===== src/hw/rtl/m4c_lane.sv =====
// One pixel lane: color and enable of a single source bit
module m4c_lane (
   input  logic       pix,
   input  logic       active,
   input  logic       use_bg,
   input  logic [3:0] fg,
   input  logic [3:0] bg,
   output logic [3:0] nib,
   output logic       en
);

   assign en  = active && (pix || use_bg);
   assign nib = en ? (pix ? fg : bg) : 4'h0;

endmodule


===== config.mk =====
export PLATFORM = sky130hd
export DESIGN_NAME = m4c_lane
export DESIGN_NICKNAME = d
export VERILOG_FILES = /design/src/hw/rtl/m4c_lane.sv
export SDC_FILE = /design/constraint.sdc
export NUM_CORES = 1
export LEC_CHECK = 0
export BUFFER_PORTS_ARGS = -buffer_cell sky130_fd_sc_hd__buf_2
export CAP_MARGIN = 10
export CELL_PAD_IN_SITES_DETAIL_PLACEMENT = 0
export CELL_PAD_IN_SITES_GLOBAL_PLACEMENT = 1
export CORE_AREA = 4 4 41 43
export DETAILED_ROUTE_END_ITERATION = 8
export DIE_AREA = 0 0 45 47
export GPL_TIMING_DRIVEN = 0
export PLACE_DENSITY_LB_ADDON = 0.15
export REMOVE_ABC_BUFFERS = 1
export SLEW_MARGIN = 20
export SYNTH_ARGS = -nofsm -noshare
export SYNTH_HDL_FRONTEND = slang
export SYNTH_SLANG_ARGS = --single-unit
export TNS_END_PERCENT = 20

===== constraint.sdc =====
create_clock -name vclk -period 0.8
set_input_delay 0 -clock vclk [all_inputs]
set_output_delay 0 -clock vclk [all_outputs]
set_load 0.01 [all_outputs]

==> impl_metrics.env <==
export IMPL_status="finished, final reports clean"
export IMPL_setup_slack_ns=0.2190
export IMPL_clock_fmax_mhz=1721
export IMPL_area_growth_pct=97.40
export IMPL_finalMaxSlewViolations=0
export IMPL_vias=167
export IMPL_syn_area_um2=96.34
export IMPL_cpPeakStageDelay_ns=0.17
export IMPL_instances_no_fill=45
export IMPL_yosys_warnings=0
export IMPL_synth_area_per_cell_um2=6.423
export IMPL_first_pass_iters=3
export IMPL_worstPathMaxFanout=6
export IMPL_portBuffers=16
export IMPL_cp_slowest_cell="nand2b_4"
export IMPL_grt_pass1_vias=153
export IMPL_path_cells="buf_2 > nand2b_4 > o21ai_2 > buf_2"
export IMPL_nFillCells=161
export IMPL_gp_congestion=0.5626
export IMPL_crit_top_cell="buf_2"
export IMPL_synthXorXnorAreaFrac_pct=0
export IMPL_synth_simple_area_share_pct=50.65
export IMPL_synthAdderAreaFrac_pct=0
export IMPL_clock_buffers=0
export IMPL_rows=13
export IMPL_period_share_pct=72.63
export IMPL_yosys_cell_types_count=6
export IMPL_arrival_ns=0.58
export IMPL_post_cts_setup_buffer_count=0
export IMPL_placed_cells=45
export IMPL_slew_headroom_pct=89.57
export IMPL_hold_start="fg[1]"
export IMPL_p_leak_nw=0.1037
export IMPL_final_hold_viol_count=0
export IMPL_pre_cts_ws_ns=0.2091
export IMPL_muxShareOfSynthArea_pct=0
export IMPL_drive_above_1_share_pct=70.00
export IMPL_initial_core_util_pct=7.404
export IMPL_synth_compound_area_share_pct=44.16
export IMPL_fp_dieArea_mm2=0.002115
export IMPL_fin_setup_tns_ns=0
export IMPL_n_antenna_cell=0
export IMPL_wire_per_inst_um=9.089
export IMPL_hold_path_depth=4
export IMPL_holdPathEnd="nib[1]"
export IMPL_numSequentialCells=0
export IMPL_io_pins=16
export IMPL_worstSetupPathType="input pin to output pin"
export IMPL_drt_total_wl_um=409
export IMPL_synthCells=15
export IMPL_worst_pin_slew_ns=0.1564
export IMPL_drc_errors=0
export IMPL_nets=43
export IMPL_ys_seq_area_share_pct=0
export IMPL_worst_path_buf_inv=2
export IMPL_maxCapViolCount=0
export IMPL_dr_first_iter_drc_count=1
export IMPL_crit_required_ns=0.80
export IMPL_grt_pass1_wl_um=593
export IMPL_hp_class="input pin to output pin"
export IMPL_critPathLaunchType="input pin"
export IMPL_dieHeight_um=47
export IMPL_ir_drop_uv=99.35
export IMPL_dieWidth_um=45
export IMPL_fin_hold_ws_ns=0.3239
export IMPL_core_area_mm2=0.001301
export IMPL_synth_top_family_by_area="simple AND/OR/NAND/NOR gates"
export IMPL_hold_buffers=0
export IMPL_period_minus_slack_ns=0.5810
export IMPL_final_cell_mix="16 x buf_2, 4 x nand2_1, 4 x nand3_1, 4 x o21ai_2"
export IMPL_grt_ovfl_total=0
export IMPL_critPathTopFamily="buffers and inverters"
export IMPL_avgViaCountPerCell=3.711
export IMPL_p_per_area_mw_per_mm2=489.5
export IMPL_final_common_cell="buf_2"
export IMPL_regArea_um2=0
export IMPL_track_usage_pct=3.462
export IMPL_setup_viol=0
export IMPL_rsz0062_at_grt="false"
export IMPL_ant_nets=0
export IMPL_grt_max_degree=10
export IMPL_ctsResizeCount=0
export IMPL_crit_path_end_kind="output pin"
export IMPL_antenna_found_initial=0
-- logic make-up after synthesis --
logic type	Yosys count
buffers and inverters	1
AO/OA/AOI/OAI	5
AND/OR/NAND/NOR	9
-- per-stage QoR --
step	utilization [%]	power [mW]	area (um2)
final	14.62	0.09309	190.2
after global routing	14.62	0.1015	190.2
after CTS	14.62	0.09505	190.2
after detailed placement	14.62	0.09467	190.2
after global placement	14.62	0.09196	190.2
after floorplan	-	0.04015	91.34
-- synth_stat cells --
library cell  count  area [um2]
buf_2             1       5.000
o21ai_2           4       35.03
nand3_1           4       20.02
nand2_1           4       15.01
nand2b_4          1       13.76
o21a_1            1       7.510
-- worst max path at each step --
stage / cells after the start / to / slack (ns) / start
2_1_floorplan: 2 / nib[0] / 0.48 / pix
3_3_place_gp: 4 / nib[3] / 0.22 / pix
3_5_place_dp: 4 / nib[3] / 0.21 / pix
4_1_cts: 4 / nib[3] / 0.21 / pix
5_1_grt: 4 / nib[3] / 0.18 / pix
6_report: 4 / nib[3] / 0.22 / pix
-- worst min-delay path, stage by stage --
cell and delay (ns):
buf_2 0.07, nand3_1 0.08, o21ai_2 0.05, buf_2 0.12
-- cell type report --
| cell class | count | area (um2) | share of cell area (%) |
|---|---|---|---|
| timing repair buffer | 16 | 80.08 | 42.11 |
| multi-input combinational | 14 | 91.34 | 48.03 |
| tap | 15 | 18.77 | 9.868 |
-- where the power goes --
part           total [mW]  switching [mW]  internal (mW)
combinational      0.0931          0.0476         0.0455
sequential              0               0              0
clock                   0               0              0
total              0.0931          0.0476         0.0455
-- metal layers --
metal / track usage [%] / vias to the layer above / wire length, um / part of all wire, %
met4: 0 / 0 / 0 / 0
met5: 0 / - / 0 / 0
met1: 5.169 / 69 / 184 / 45
met3: 0.3831 / 0 / 60 / 15
met2: 5.650 / 12 / 164 / 40
li1: - / 86 / - / -
No activity file was read; power rests on OpenSTA's default activity.
