$ cat config.mk
export PLATFORM = sky130hd
export DESIGN_NAME = m4c_ctrl
export DESIGN_NICKNAME = d
export VERILOG_FILES = /design/src/hw/rtl/m4c_pkg.sv /design/src/hw/rtl/m4c_ctrl.sv
export SDC_FILE = /design/constraint.sdc
export NUM_CORES = 1
export LEC_CHECK = 0
export BUFFER_PORTS_ARGS = -buffer_cell sky130_fd_sc_hd__buf_4
export CAP_MARGIN = 20
export CORE_MARGIN = 3
export CORE_UTILIZATION = 40
export CTS_CLUSTER_DIAMETER = 60
export DETAILED_ROUTE_END_ITERATION = 6
export GPL_TIMING_DRIVEN = 1
export PLACE_DENSITY = 0.72
export SETUP_SLACK_MARGIN = 0.02
export SYNTH_ARGS = -nofsm -noshare
export SYNTH_HDL_FRONTEND = slang
export SYNTH_SLANG_ARGS = --single-unit
$ cat constraint.sdc
create_clock -name clock -period 7.52 [get_ports clock]
set_input_delay 0.752 -clock clock [delete_from_list [all_inputs] [get_ports clock]]
set_output_delay 0.752 -clock clock [all_outputs]
set_load 0.01 [all_outputs]
$ cat src/hw/rtl/m4c_pkg.sv
// Types and constants of the mono to 4bpp color expander
package m4c_pkg;

   localparam int REG_IDX_W   = 3;
   localparam int CSR_DATA_W  = 13;
   localparam int LANES       = 8;
   localparam int SLOTS       = 10;
   localparam int ROW_CNT_W   = 12;
   localparam int BYTE_IDX_W  = 10;
   localparam int COL_W       = 13;
   localparam int PROD_W      = 24;
   localparam int OUT_ADDR_W  = 24;
   localparam int SPAN_W      = 40;
   localparam int RSP_DATA_W  = 80;

   typedef enum logic [REG_IDX_W-1:0] {
      REG_DEST_X         = 3'd0,
      REG_DEST_Y         = 3'd1,
      REG_LINE_BYTES     = 3'd2,
      REG_SRC_BIT_OFFSET = 3'd3,
      REG_BLIT_WIDTH     = 3'd4,
      REG_BLIT_HEIGHT    = 3'd5,
      REG_COLORS         = 3'd6,
      REG_USE_BG         = 3'd7
   } reg_index_type;

   typedef struct packed {
      logic [11:0] dest_x;
      logic [11:0] dest_y;
      logic [11:0] line_bytes;
      logic [2:0]  src_bit_offset;
      logic [12:0] blit_width;
      logic [12:0] blit_height;
      logic [7:0]  colors;
      logic        use_bg;
   } cfg_type;

   localparam cfg_type CFG_RESET = '{
      dest_x:         12'd0,
      dest_y:         12'd0,
      line_bytes:     12'd320,
      src_bit_offset: 3'd0,
      blit_width:     13'd1,
      blit_height:    13'd1,
      colors:         8'hf0,
      use_bg:         1'b1
   };

   typedef struct packed {
      logic [7:0]        bits;
      logic [2:0]        first_bit;
      logic [2:0]        last_bit;
      logic              x0_odd;
      logic [11:0]       col_byte;
      logic              load_base;
      logic [PROD_W-1:0] prod;
      logic [11:0]       line_bytes;
      logic              is_last;
      logic              blit_done;
   } desc_type;

endpackage

$ cat src/hw/rtl/m4c_ctrl.sv
// Row and byte sequencer: tracks position and builds the item descriptor
module m4c_ctrl #(
   parameter int COORD_BITS = 12
) (
   input  logic               clock,
   input  logic               reset,
   input  logic               accept,
   input  logic [7:0]         src_byte,
   input  m4c_pkg::cfg_type   cfg,
   output m4c_pkg::desc_type  desc
);

   localparam int CW = (COORD_BITS + 1 > 13) ? COORD_BITS + 1 : 13;
   localparam logic [CW-1:0] COORD_MAX = CW'(1) << COORD_BITS;
   localparam logic [31:0] COORD_MASK = (32'd1 << COORD_BITS) - 32'd1;

   logic [m4c_pkg::BYTE_IDX_W-1:0] bir_ff, bir_in;
   logic [m4c_pkg::ROW_CNT_W-1:0]  rc_ff, rc_in;
   logic [m4c_pkg::COL_W-1:0]      nc_ff, nc_in;

   logic [CW-1:0]  bw, bh, w, h;
   logic [CW:0]    span_end;
   logic [CW:0]    last_idx;
   logic           row_first;
   logic           is_last;
   logic           done;
   logic [2:0]     first_bit, last_bit;
   logic [3:0]     n;
   logic [11:0]    dx_m, dy_m;
   logic [m4c_pkg::COL_W-1:0] x0;

   always_comb begin
      bw = CW'(cfg.blit_width);
      bh = CW'(cfg.blit_height);
      if (bw == '0) begin
         w = CW'(1);
      end else if (bw > COORD_MAX) begin
         w = COORD_MAX;
      end else begin
         w = bw;
      end
      if (bh == '0) begin
         h = CW'(1);
      end else if (bh > COORD_MAX) begin
         h = COORD_MAX;
      end else begin
         h = bh;
      end
      span_end  = (CW+1)'(cfg.src_bit_offset) + (CW+1)'(w) - (CW+1)'(1);
      last_idx  = span_end >> 3;
      row_first = (bir_ff == '0);
      is_last   = ((CW+1)'(bir_ff) >= last_idx);
      first_bit = row_first ? cfg.src_bit_offset : 3'd0;
      last_bit  = is_last ? span_end[2:0] : 3'd7;
      n         = (last_bit >= first_bit) ?
                  ({1'b0, last_bit} - {1'b0, first_bit} + 4'd1) : 4'd0;
      dx_m      = cfg.dest_x & 12'(COORD_MASK);
      dy_m      = cfg.dest_y & 12'(COORD_MASK);
      x0        = row_first ? {1'b0, dx_m} : nc_ff;
      done      = (CW'(rc_ff) + CW'(1) >= h);
   end

   always_comb begin
      desc.bits       = src_byte;
      desc.first_bit  = first_bit;
      desc.last_bit   = last_bit;
      desc.x0_odd     = x0[0];
      desc.col_byte   = x0[m4c_pkg::COL_W-1:1];
      desc.load_base  = row_first && (rc_ff == '0);
      desc.prod       = m4c_pkg::PROD_W'(dy_m) * m4c_pkg::PROD_W'(cfg.line_bytes);
      desc.line_bytes = cfg.line_bytes;
      desc.is_last    = is_last;
      desc.blit_done  = is_last && done;
   end

   always_comb begin
      bir_in = bir_ff;
      rc_in  = rc_ff;
      nc_in  = nc_ff;
      if (accept) begin
         nc_in = x0 + m4c_pkg::COL_W'(n);
         if (is_last) begin
            bir_in = '0;
            rc_in  = done ? '0 : rc_ff + 1'b1;
         end else begin
            bir_in = bir_ff + 1'b1;
         end
      end
   end

   always_ff @(posedge clock) begin
      if (reset) begin
         bir_ff <= '0;
         rc_ff  <= '0;
         nc_ff  <= '0;
      end else begin
         bir_ff <= bir_in;
         rc_ff  <= rc_in;
         nc_ff  <= nc_in;
      end
   end

endmodule

==> results of run 1 <==
==> area by class of cell <==
| class | count | share of cell area |
|---|---|---|
| sequential | 35 | 0.0720 |
| clock inverter | 3 | 0.00450 |
| timing repair buffer | 130 | 0.100 |
| clock buffer | 5 | 0.0129 |
| inverter | 175 | 0.0675 |
| tap | 270 | 0.0347 |
| multi-input combinational | 800 | 0.708 |
==> report_power, final <==
part           switching, mW  total, mW  internal, mW
Clock                 0.0834      0.240         0.156
Sequential           0.00633      0.200         0.194
Combinational           1.28       2.42          1.14
==> through the flow <==
| step | instances | worst slack, ns |
|---|---|---|
| after floorplan | 1072 | 0.690 |
| final | 1418 | 0.520 |
| after CTS | 1417 | 0.339 |
| after detailed placement | 1409 | 0.0921 |
| after global placement | 1409 | 0.274 |
| after global routing | 1418 | 0.00649 |
==> path summary, 6_finish.rpt <==
kind,to,startpoint,slack (ns),cells after the start
setup / recovery,nc_ff[10],cfg[31],0.52,36
hold / removal,nc_ff[1],nc_ff[1],0.48,2
setup reg to reg,nc_ff[10],bir_ff[0],2.73,20
hold reg to reg,nc_ff[1],nc_ff[1],0.48,2
==> state kept, by name (all words and copies together) (netlist names) <==
name	count
nc_ff	13
rc_ff	12
bir_ff	10
==> logic make-up after synthesis <==
| group | Yosys count | synth area share |
|---|---|---|
| mux | 12 | 0.0150 |
| buf+inv | 237 | 0.115 |
| flops | 35 | 0.0818 |
| fa+ha+maj | 216 | 0.406 |
| xor+xnor | 44 | 0.0450 |
| compound gates | 154 | 0.123 |
| simple gates | 374 | 0.215 |
==> cell usage in the layout (no fill, tap or decap), types with 9 or more instances in the layout <==
cell,count
dfxtp_1,35
and3_1,14
nand3_1,19
inv_1,175
nor3_1,21
a211oi_1,13
nor2_1,36
and2_1,59
fa_1,103
nand2b_1,16
nand2_1,158
xor2_1,15
nand4_1,12
or3_1,9
o21ai_0,19
a21oi_1,37
xnor2_1,29
buf_4,130
a21o_1,18
ha_1,113
a31oi_1,9
==> metal layers <==
layer	vias up	global-route usage	wire length, um
met4	0	0.0188	116
li1	3627	-	-
met2	174	0.299	10000
met5	-	0	0
met1	3597	0.239	9180
met3	14	0.0239	1190
==> worst register-to-register path, stage by stage, from the launching register on <==
cell and delay [ns]:
dfxtp_1 0.40, inv_1 0.11, ha_1 0.29, nor2b_1 0.04
o21ai_0 0.28, nand4_1 0.22, a21o_1 0.24, or3_1 0.41
ha_1 0.32, inv_1 0.04, ha_1 0.18, inv_1 0.06
fa_1 0.41, nor2_1 0.14, ha_1 0.26, nor2b_1 0.15
o21ai_0 0.21, o2bb2a_1 0.29, and4bb_2 0.27, or3_1 0.31
o211ai_1 0.09
==> timing repair <==
action | CTS | global route
endpoints found under the setup margin | 0 | 5
setup buffers | 0 | 1
resized for setup | 0 | 2
==> results.sh, run 1 <==
export IMPL_status="finished, final reports clean"
export IMPL_clk_pin_slew_ns=0.06
export IMPL_setup_violations=0
export IMPL_synth_edf_count=0
export IMPL_ys_ff_latch=35
export IMPL_core_um2=20600
export IMPL_area_growth_synth_to_final_pct=13.6
export IMPL_async_reset_ff_frac=0
export IMPL_synth_most_common_cell="inv_1"
export IMPL_globalplace_congestion=0.846
export IMPL_synth_commonest_cells="175 x inv_1, 158 x nand2_1, 113 x ha_1"
export IMPL_multiInputGateArea_um2=6890
export IMPL_drt_first_pass_iters=5
export IMPL_leakage_nw=4.98
export IMPL_rows=52
export IMPL_final_cell_area_um2=9730
export IMPL_wl_mm=20.5
export IMPL_crit_path_frequent_cell="ha_1"
export IMPL_remaining_drc_errors=0
export IMPL_cpPeakStageDelay_ns=0.39
export IMPL_period_needed_ns=7.00
export IMPL_grt_pass1_wl_mm=34.9
export IMPL_synth_area_per_cell_um2=7.99
export IMPL_synth_top_cell_by_area="fa_1"
export IMPL_ys_flop_type="dfxtp_1"
export IMPL_max_freq_ghz=0.143
export IMPL_power_mw=2.86
export IMPL_route_vias_total=7412
export IMPL_final_util=0.472
export IMPL_synth_top_cell_area_share=0.241
export IMPL_nFillCells=2002
export IMPL_cts_buffer_depth=2
export IMPL_synthCells=1072
export IMPL_nets=1448
export IMPL_via_per_inst=5.23
export IMPL_finalClockSkew_ns=0.00744
export IMPL_fp_dieArea_um2=23200
export IMPL_tns_ns=0
export IMPL_syn_nets=1373
export IMPL_clk_latency_ns=0.28
export IMPL_die_w_um=152
export IMPL_die_height_um=152
export IMPL_final_seq_area_um2=701
export IMPL_placed_area_um2=9550
export IMPL_ctsHoldBuffers=0
export IMPL_netlist_area_um2=8570
export IMPL_clkSinkCount=35
export IMPL_grt_pass1_vias=7397
export IMPL_ys_types=60
export IMPL_crit_slowest_cell="fa_1"
export IMPL_path_max_fanout=4
export IMPL_num_antenna_cells=0
export IMPL_slew_headroom=0.408
export IMPL_fin_crit_sh=0.931
export IMPL_antenna_found_initial=0
export IMPL_clock_root_buffer="clkbuf_16"
export IMPL_peakVddDrop_uv=335
export IMPL_hold_class="reg2reg"
export IMPL_avgRoutedWirePerCell_um=14.5
export IMPL_grt_overflow_total=0
export IMPL_fin_hold_ws_ns=0.483
export IMPL_hpwl_mm=16.8
export IMPL_crit_family="simple AND/OR/NAND/NOR gates"
export IMPL_io_buffers=125
export IMPL_endpoint_kind="flop"
export IMPL_slew_violations=0
export IMPL_track_usage=0.173
export IMPL_critPathKind="in2reg"
export IMPL_yosysWarnings=0
export IMPL_drtAntennaViolNets=0
export IMPL_drtIter0Drc=324
export IMPL_powerDensity_nw_per_um2=294
export IMPL_max_cap_violations=0
export IMPL_crit_arrival_ns=7.21
export IMPL_grt_max_degree=40
export IMPL_tritoncts="done"
export IMPL_rsz0062_at_grt="false"
export IMPL_numCtsBuffers=5
export IMPL_boundaryPins=151
export IMPL_worstMarginPinSlew_ns=0.883
export IMPL_h_tree_depth=2
export IMPL_layout_drive_gt1_share=0.138
export IMPL_synth_area_leaders="fa_1 24%, ha_1 17%, dfxtp_1 8.2%"
export IMPL_start_util=0.415
export IMPL_worstPathRequired_ns=7.73
export IMPL_critPathLaunchType="input pin"
export IMPL_crit_buf_inv=4
export IMPL_yosysSeqAreaShare=0.0818
export IMPL_hold_viol=0
No activity file was read; power rests on OpenSTA's default activity.
==> run 2: changes to the inputs <==
--- a/config.mk
+++ b/config.mk
@@ -13,6 +13,7 @@
 export DETAILED_ROUTE_END_ITERATION = 6
 export GPL_TIMING_DRIVEN = 1
 export PLACE_DENSITY = 0.72
+export RECOVER_POWER = 100
 export SETUP_SLACK_MARGIN = 0.02
 export SYNTH_ARGS = -nofsm -noshare
 export SYNTH_HDL_FRONTEND = slang
==> run 2 against run 1 <==
Largest cell class unchanged. Maximum frequency is 0.18% lower. Setup slack worse by 0.012 ns. Cell area is 2.4% lower. Highest routed layer unchanged. Register-to-register slack worse by 0.12 ns.
==> results.sh, run 2 (same netlist as run 1, synthesis figures left out) <==
export IMPL_tns_ns=0
export IMPL_grt_overflow_total=0
export IMPL_num_antenna_cells=0
export IMPL_layout_drive_gt1_share=0.0854
export IMPL_cts_buffer_depth=2
export IMPL_critPathLaunchType="input pin"
export IMPL_slew_violations=0
export IMPL_avgRoutedWirePerCell_um=14.5
export IMPL_fin_hold_ws_ns=0.483
export IMPL_endpoint_kind="output port"
export IMPL_clock_root_buffer="clkbuf_16"
export IMPL_start_util=0.415
export IMPL_setup_ws_ns=0.507
export IMPL_place_ws_ns=0.0921
export IMPL_max_cap_violations=0
export IMPL_numCtsBuffers=5
export IMPL_clockPowerShare=0.091
export IMPL_tritoncts="done"
export IMPL_ctsHoldBuffers=0
export IMPL_route_vias_total=7406
export IMPL_hpwl_mm=16.8
export IMPL_powerDensity_nw_per_um2=277
export IMPL_h_tree_depth=2
export IMPL_layout_common_cells="175 x inv_1, 158 x nand2_1, 113 x ha_1, 103 x fa_1, 77 x buf_4"
export IMPL_setup_violations=0
export IMPL_wl_mm=20.5
export IMPL_rsz0062_at_grt="false"
export IMPL_internal_power_mw=1.27
export IMPL_p_comb_frac=0.833
export IMPL_drtIter0Drc=325
export IMPL_antenna_found_initial=0
export IMPL_core_um2=20600
export IMPL_crit_arrival_ns=6.26
export IMPL_leakage_nw=4.77
export IMPL_peakVddDrop_uv=276
export IMPL_final_common_cell="inv_1"
export IMPL_clkSinkCount=35
export IMPL_slew_headroom=0.460
export IMPL_path_max_fanout=13
export IMPL_die_w_um=152
export IMPL_power_mw=2.64
export IMPL_hold_class="reg2reg"
export IMPL_track_usage=0.173
export IMPL_rows=52
export IMPL_grt_pass1_vias=7397
export IMPL_nets=1448
export IMPL_remaining_drc_errors=0
export IMPL_critPathKind="in2out"
export IMPL_drt_first_pass_iters=5
export IMPL_period_needed_ns=7.01
export IMPL_clk_latency_ns=0.28
export IMPL_clk_pin_slew_ns=0.05
export IMPL_grt_max_degree=40
export IMPL_die_height_um=152
export IMPL_globalplace_congestion=0.846
export IMPL_status="finished, final reports clean"
export IMPL_largestRegisters="nc_ff x13, rc_ff x12, bir_ff x10"
export IMPL_worstPathRequired_ns=6.77
export IMPL_p_switching_mw=1.36
export IMPL_area_growth_synth_to_final_pct=10.9
export IMPL_boundaryPins=151
export IMPL_io_buffers=125
export IMPL_fp_dieArea_um2=23200
export IMPL_worstMarginPinSlew_ns=0.805
export IMPL_fin_crit_sh=0.933
export IMPL_grt_pass1_wl_mm=34.9
export IMPL_swShare=0.517
export IMPL_via_per_inst=5.22
export IMPL_max_freq_ghz=0.143
export IMPL_largest_reg_flops=13
export IMPL_power_frac_seq=0.076
export IMPL_hold_viol=0
export IMPL_top_register="nc_ff"
export IMPL_finalClockSkew_ns=0.00632
export IMPL_drtAntennaViolNets=0
## run 2: per-stage QoR
step | cell area [um^2] | utilization | instances
detailed placement | 9550 | 0.463 | 1409
CTS | 9720 | 0.471 | 1417
global route | 9500 | 0.461 | 1418
floorplan | 8570 | - | 1072
global placement | 9550 | 0.463 | 1409
finish | 9500 | 0.461 | 1418
## run 2: path summary, 6_finish.rpt
kind / depth (start not counted) / start / end / slack, ns
worst max register to register: 18 / bir_ff[0] / nc_ff[10] / 2.61
worst min-delay path: 2 / nc_ff[1] / nc_ff[1] / 0.48
worst max-delay path: 18 / cfg[48] / desc[36] / 0.51
worst min register to register: 2 / nc_ff[1] / nc_ff[1] / 0.48
## run 2: area by class of cell
class                      count  area (um^2)
clock buffer                   5          125
timing repair buffer         130          777
inverter                     175          657
multi-input combinational    800         6860
sequential                    35          701
fill                        2058        11100
tap                          270          338
clock inverter                 3         43.8
## run 2: critical path, cell delays in order
cell and delay (ns):
clkbuf_1 0.48, nand2_1 0.16, fa_1 0.53, inv_1 0.06
fa_1 0.51, fa_1 0.56, inv_1 0.06, fa_1 0.53
inv_1 0.06, fa_1 0.48, ha_1 0.37, a21o_1 0.19
a21o_1 0.23, a21oi_1 0.29, a21oi_1 0.14, or2_2 0.32
o311ai_0 0.33, clkbuf_1 0.19
## run 2: layer usage
metal	vias up	share of wire	global-route usage
li1	3626	-	-
met3	14	0.062	0.0239
met4	0	0.0056	0.0188
met5	-	0	0
met1	3583	0.45	0.239
met2	183	0.48	0.299
## run 2: power groups by stage
| stage | Sequential [mW] | Combinational (mW) | Clock [mW] |
|---|---|---|---|
| after floorplan | 0.202 | 1.61 | 0 |
| after global placement | 0.204 | 2.40 | 0 |
| after detailed placement | 0.204 | 2.43 | 0 |
| after CTS | 0.200 | 2.45 | 0.242 |
| after global routing | 0.201 | 2.47 | 0.247 |
| final | 0.200 | 2.20 | 0.239 |
## run 2: what timing repair did
action	4_1_cts	5_1_grt
setup endpoints to repair	0	5
buffers inserted	0	1
gates resized for setup	0	2
